$ cat src/rtl/scc_pkg.sv
`timescale 1ns / 1ps
package scc_pkg;

  localparam int MAX_NODES = 64;
  localparam int MAX_EDGES = 1024;
  localparam int NODE_W    = 7;
  localparam int COMP_W    = 6;
  localparam int NIDX_W    = $clog2(MAX_NODES);
  localparam int EADDR_W   = $clog2(MAX_EDGES);
  localparam int ECNT_W    = $clog2(MAX_EDGES + 1);
  localparam int FCNT_W    = $clog2(MAX_NODES + 1);
  localparam int STK_W     = NODE_W + ECNT_W;

  localparam logic       CMD_ADD = 1'b0;
  localparam logic       CMD_RUN = 1'b1;
  localparam logic [1:0] CFG_ADDR_NUM_NODES = 2'd0;
  localparam logic [NODE_W-1:0] NUM_NODES_RESET = NODE_W'(MAX_NODES);

  typedef enum logic [3:0] {
    ST_IDLE,
    ST_P1_ROOT,
    ST_SCAN_RD,
    ST_SCAN_CHK,
    ST_FINISH,
    ST_POP_LD,
    ST_P2_POP,
    ST_P2_CHK,
    ST_RUN_END
  } state_t;

  // Commands from controller to datapath
  typedef struct packed {
    logic add_edge;
    logic run_init;
    logic pass2_init;
    logic root_inc;
    logic visit_root;
    logic scan_rd;
    logic scan_chk;
    logic finish;
    logic pop_ld;
    logic fin_rd;
    logic visit_fin;
    logic walk_end_rev;
    logic run_end;
  } cmd_t;

  // Status from datapath to controller
  typedef struct packed {
    logic root_over;
    logic root_visited;
    logic scan_done;
    logic sp_one;
    logic reverse;
    logic fin_empty;
    logic fin_visited;
  } stat_t;

endpackage

$ cat src/rtl/scc_ctrl.sv
`timescale 1ns / 1ps
module scc_ctrl (
  input  logic            clk,
  input  logic            rst_n,
  input  logic            start,
  input  logic            in_cmd,
  input  scc_pkg::stat_t  stat,
  output scc_pkg::cmd_t   cmd,
  output logic            busy
);

  scc_pkg::state_t state_r, state_nxt;

  // State register
  always_ff @(posedge clk) begin
    if (!rst_n) begin
      state_r <= scc_pkg::ST_IDLE;
    end else begin
      state_r <= state_nxt;
    end
  end

  // Next state and commands
  always_comb begin
    state_nxt = state_r;
    cmd       = '0;
    unique case (state_r)
      scc_pkg::ST_IDLE: begin
        if (start) begin
          if (in_cmd == scc_pkg::CMD_RUN) begin
            cmd.run_init = 1'b1;
            state_nxt    = scc_pkg::ST_P1_ROOT;
          end else begin
            cmd.add_edge = 1'b1;
          end
        end
      end
      scc_pkg::ST_P1_ROOT: begin
        if (stat.root_over) begin
          cmd.pass2_init = 1'b1;
          state_nxt      = scc_pkg::ST_P2_POP;
        end else if (stat.root_visited) begin
          cmd.root_inc = 1'b1;
        end else begin
          cmd.visit_root = 1'b1;
          state_nxt      = scc_pkg::ST_SCAN_RD;
        end
      end
      scc_pkg::ST_SCAN_RD: begin
        if (stat.scan_done) begin
          state_nxt = scc_pkg::ST_FINISH;
        end else begin
          cmd.scan_rd = 1'b1;
          state_nxt   = scc_pkg::ST_SCAN_CHK;
        end
      end
      scc_pkg::ST_SCAN_CHK: begin
        cmd.scan_chk = 1'b1;
        state_nxt    = scc_pkg::ST_SCAN_RD;
      end
      scc_pkg::ST_FINISH: begin
        cmd.finish = 1'b1;
        if (stat.sp_one) begin
          if (stat.reverse) begin
            cmd.walk_end_rev = 1'b1;
            state_nxt        = scc_pkg::ST_P2_POP;
          end else begin
            cmd.root_inc = 1'b1;
            state_nxt    = scc_pkg::ST_P1_ROOT;
          end
        end else begin
          state_nxt = scc_pkg::ST_POP_LD;
        end
      end
      scc_pkg::ST_POP_LD: begin
        cmd.pop_ld = 1'b1;
        state_nxt  = scc_pkg::ST_SCAN_RD;
      end
      scc_pkg::ST_P2_POP: begin
        if (stat.fin_empty) begin
          state_nxt = scc_pkg::ST_RUN_END;
        end else begin
          cmd.fin_rd = 1'b1;
          state_nxt  = scc_pkg::ST_P2_CHK;
        end
      end
      scc_pkg::ST_P2_CHK: begin
        if (stat.fin_visited) begin
          state_nxt = scc_pkg::ST_P2_POP;
        end else begin
          cmd.visit_fin = 1'b1;
          state_nxt     = scc_pkg::ST_SCAN_RD;
        end
      end
      scc_pkg::ST_RUN_END: begin
        cmd.run_end = 1'b1;
        state_nxt   = scc_pkg::ST_IDLE;
      end
      default: begin
        state_nxt = scc_pkg::ST_IDLE;
      end
    endcase
  end

  assign busy = (state_r != scc_pkg::ST_IDLE);

endmodule

$ cat config.mk
export PLATFORM = sky130hd
export DESIGN_NAME = scc_ctrl
export DESIGN_NICKNAME = d
export VERILOG_FILES = /design/src/rtl/scc_pkg.sv /design/src/rtl/scc_ctrl.sv
export SDC_FILE = /design/constraint.sdc
export NUM_CORES = 1
export LEC_CHECK = 0
export BUFFER_PORTS_ARGS = -buffer_cell sky130_fd_sc_hd__buf_2
export CORE_AREA = 2 2 39 41
export CTS_CLUSTER_SIZE = 30
export DETAILED_ROUTE_END_ITERATION = 10
export DIE_AREA = 0 0 41 43
export HOLD_SLACK_MARGIN = 0.15
export PLACE_DENSITY = 0.66
export RECOVER_POWER = 50
export SKIP_CTS_REPAIR_TIMING = 1
export SYNTH_ARGS = -nofsm -noshare
export SYNTH_HDL_FRONTEND = slang
export SYNTH_SLANG_ARGS = --single-unit
$ cat constraint.sdc
create_clock -name clk -period 3.8 [get_ports clk]
set_clock_uncertainty 0.05 [all_clocks]
set_input_delay 0.19 -clock clk [delete_from_list [all_inputs] [get_ports clk]]
set_output_delay 0.19 -clock clk [all_outputs]
set_load 0.1 [all_outputs]
==> results.rst <==
.. list-table::
   :header-rows: 1

   * - Metric
     - Value
   * - Outcome
     - completed
   * - Sort of element at the start of the critical path
     - register
   * - Total number of vias
     - 500
   * - Number of violations reported at the end of detailed-routing iteration 0
     - 15
   * - Area of the core
     - roughly 0.0014 sq mm
   * - Worst setup path class
     - reg2out
   * - Antenna-violating nets left
     - 0
   * - HPWL after detailed placement
     - 873 um
   * - Final hold vios
     - 0
   * - Number of input and output port buffers inserted
     - 24
   * - Drt via density
     - 5.49
   * - Min Clock Period, post-route
     - between 2 and 2.5 ns
   * - Max FFs per register
     - 4
   * - Static leakage power
     - 0.264 nW
   * - Clock tree from TritonCTS
     - built
   * - Post-route DRC violation count
     - 0
   * - Place WS
     - about 1.8 ns
   * - First drt pass iteration count
     - 4
   * - Routed wire per std cell
     - 12.1 um
   * - Class of the tightest hold or removal check
     - in2reg
   * - Count of cell types in the netlist
     - 28
   * - Cells on Worst Hold Path
     - 2
   * - Syn-to-layout area delta
     - 31.2%
   * - Routability congestion estimate
     - ~0.73
   * - Cell count of the worst reg-to-reg path
     - 3
   * - Worst setup margin
     - around 1.5 ns
   * - Total Routing Usage GR
     - ~15%
   * - Clock insertion delay at the later pin of the skew report
     - approximately 0.24 ns
   * - Starting density of the core
     - between 20 and 30%
   * - Slew @ Worst Pin
     - between 1 and 1.5 ns
   * - Req. time, crit path
     - approximately 3.6 ns
   * - Nets in the synthesized netlist
     - 62
   * - Area of the die
     - 0.00176 sq mm
   * - Number of clock sinks
     - 4
   * - Overflow left after global routing
     - 0
   * - Total of endpoints with negative setup slack in the final report
     - 0
   * - Chip height
     - around 43 um
   * - Total power per unit cell area
     - a little over 700 mW/mm^2
   * - Largest regs
     - state_r (4)
   * - Final-layout worst hold slack
     - between 0.15 and 0.2 ns
   * - Number of top-level pins
     - 25
   * - Mean area per synthesized cell
     - between 8 and 9 sq um
   * - Number of core rows
     - 14
   * - Register bit total from synthesis
     - 4
   * - Syn Std Cell Area
     - ~400 sq um
   * - VDD IR-drop max
     - about 0.00028 V
   * - Register with the most flip-flops
     - state_r
   * - Max-cap violations
     - 0
   * - Total negative slack for setup checks
     - 0 ns
   * - Buffer type at the clock tree root
     - clkbuf_4
   * - Number of antenna cells inserted
     - 0
   * - Nets@finish
     - just under 90
   * - Worst-case clock buffer depth
     - 2
   * - Part of the cycle the worst path needs
     - approximately 61%
   * - Largest fanout on the critical path
     - 12
   * - Clock-pin slew of the registers on the worst-case setup and hold paths
     - roughly 0.040 ns
   * - Top achievable clock speed
     - approximately 430 MHz
   * - Die extent in x
     - roughly 40 um
   * - Number of synthesis warnings
     - 0
   * - Worst slew margin relative to its limit
     - approximately a quarter
   * - Final-report max-slew violation count
     - 0
   * - Filler cell count
     - 165
   * - Ratio of cells with drive above 1 in the final layout
     - between 30% and 40%
   * - Wire length of the first global-routing pass
     - approximately 1900 um
   * - Instance count of the mapped netlist
     - a little over 50
   * - TritonCTS buffer count
     - 3
   * - Arrival time of the worst setup path
     - ~2.1 ns
   * - Number of global-route vias before repair
     - about 450
   * - Total number of H-tree levels
     - 1
   * - Maximum number of pins on one net before global-route repair
     - 16
   * - CP endpoint kind
     - output pin
   * - Post-synthesis sequential area ratio
     - between 15 and 20%
   * - Total Routed Length
     - 1100 um
   * - Initial antenna violation count
     - 0
   * - Unrepaired setup endpoints after global routing
     - false
## kinds of logic (layout without fill, tap and decap cells)
logic type	count (synthesis)	in the layout	synth area share [%]
buffers and inverters	6	30	7.03
DFF	4	4	19.6
AOI/OAI and AO/OA	8	8	16.8
and+or+nand+nor	33	33	56.6
## layout by cell type (no fill, tap or decap), drive strengths merged, types with 2 or more instances in the layout
cell / count
and2: 3
and3: 3
buf: 20
clkbuf: 7
dfxtp: 4
inv: 3
nand2: 5
nand2b: 3
nand3b: 3
nor2: 2
nor3: 2
nor3b: 2
nor4: 3
nor4b: 3
## worst max-delay path, stage by stage, from the launching register on
cell and delay [ns]:
dfxtp_1 0.56, nand2b_1 0.21, nor3_1 0.21, clkbuf_1 0.88
## synthesized netlist by cell type
master / instances / area [sq um]
nor4_2: 1 / 12.5
o21a_1: 1 / 7.51
nand3b_1: 3 / 22.5
nor4bb_2: 1 / 16.3
and2_1: 3 / 18.8
o41ai_1: 1 / 8.76
nor4b_2: 2 / 30.0
dfxtp_1: 4 / 80.1
nor4_1: 2 / 12.5
nor2_1: 2 / 7.51
a222oi_1: 1 / 10.0
nand2b_1: 3 / 18.8
buf_4: 1 / 7.51
nand2_1: 5 / 18.8
and3_1: 3 / 18.8
nor3b_1: 2 / 15.0
and4b_1: 1 / 10.0
o32ai_1: 1 / 8.76
a311o_1: 1 / 10.0
inv_1: 3 / 11.3
nand3_1: 1 / 5.00
a21oi_1: 1 / 5.00
nor4b_1: 1 / 8.76
o311a_1: 1 / 10.0
nor3_1: 2 / 10.0
buf_2: 2 / 10.0
o2bb2ai_1: 1 / 8.76
nor2b_1: 1 / 6.26
## layout make-up
cell class              instances  area (sq um)  area share [%]
multi-input cells              41           288            53.6
repair buffers                 24           115            21.4
flip-flops and latches          4          80.1            14.9
clock buffers                   3          22.5            4.20
well taps                      16          20.0            3.73
inverters                       3          11.3            2.10
## worst paths after layout
path	start	slack [ns]	endpoint
worst max-delay path	state_r[1]	1.47	cmd[2]
worst min-delay path	stat[1]	0.16	state_r[3]
worst max register to register	state_r[1]	2.22	state_r[2]
worst min register to register	state_r[1]	0.70	state_r[1]
## stage by stage
step	util (%)	total power [mW]	cells	instance area (sq um)
global route	38.8	0.407	91	537
global placement	38.9	0.338	88	538
CTS	40.5	0.395	91	561
floorplan	-	0.304	51	415
detailed placement	38.9	0.341	88	538
finish	38.8	0.384	91	537
## routing by layer
metal	vias to the layer above	share of wire [%]	global-route usage, %
li1	248	-	-
met2	19	47	22.8
met3	2	5.6	3.14
met5	-	0	0
met4	0	1.0	8.00
met1	231	46	20.3
## report_power, final
part | switching [mW] | internal (mW) | total [mW]
clock | 0.0183 | 0.0354 | 0.0537
sequential | 0.0306 | 0.0507 | 0.0813
combinational | 0.196 | 0.0536 | 0.249
total | 0.244 | 0.140 | 0.384
(Power assumes the default switching activity.)
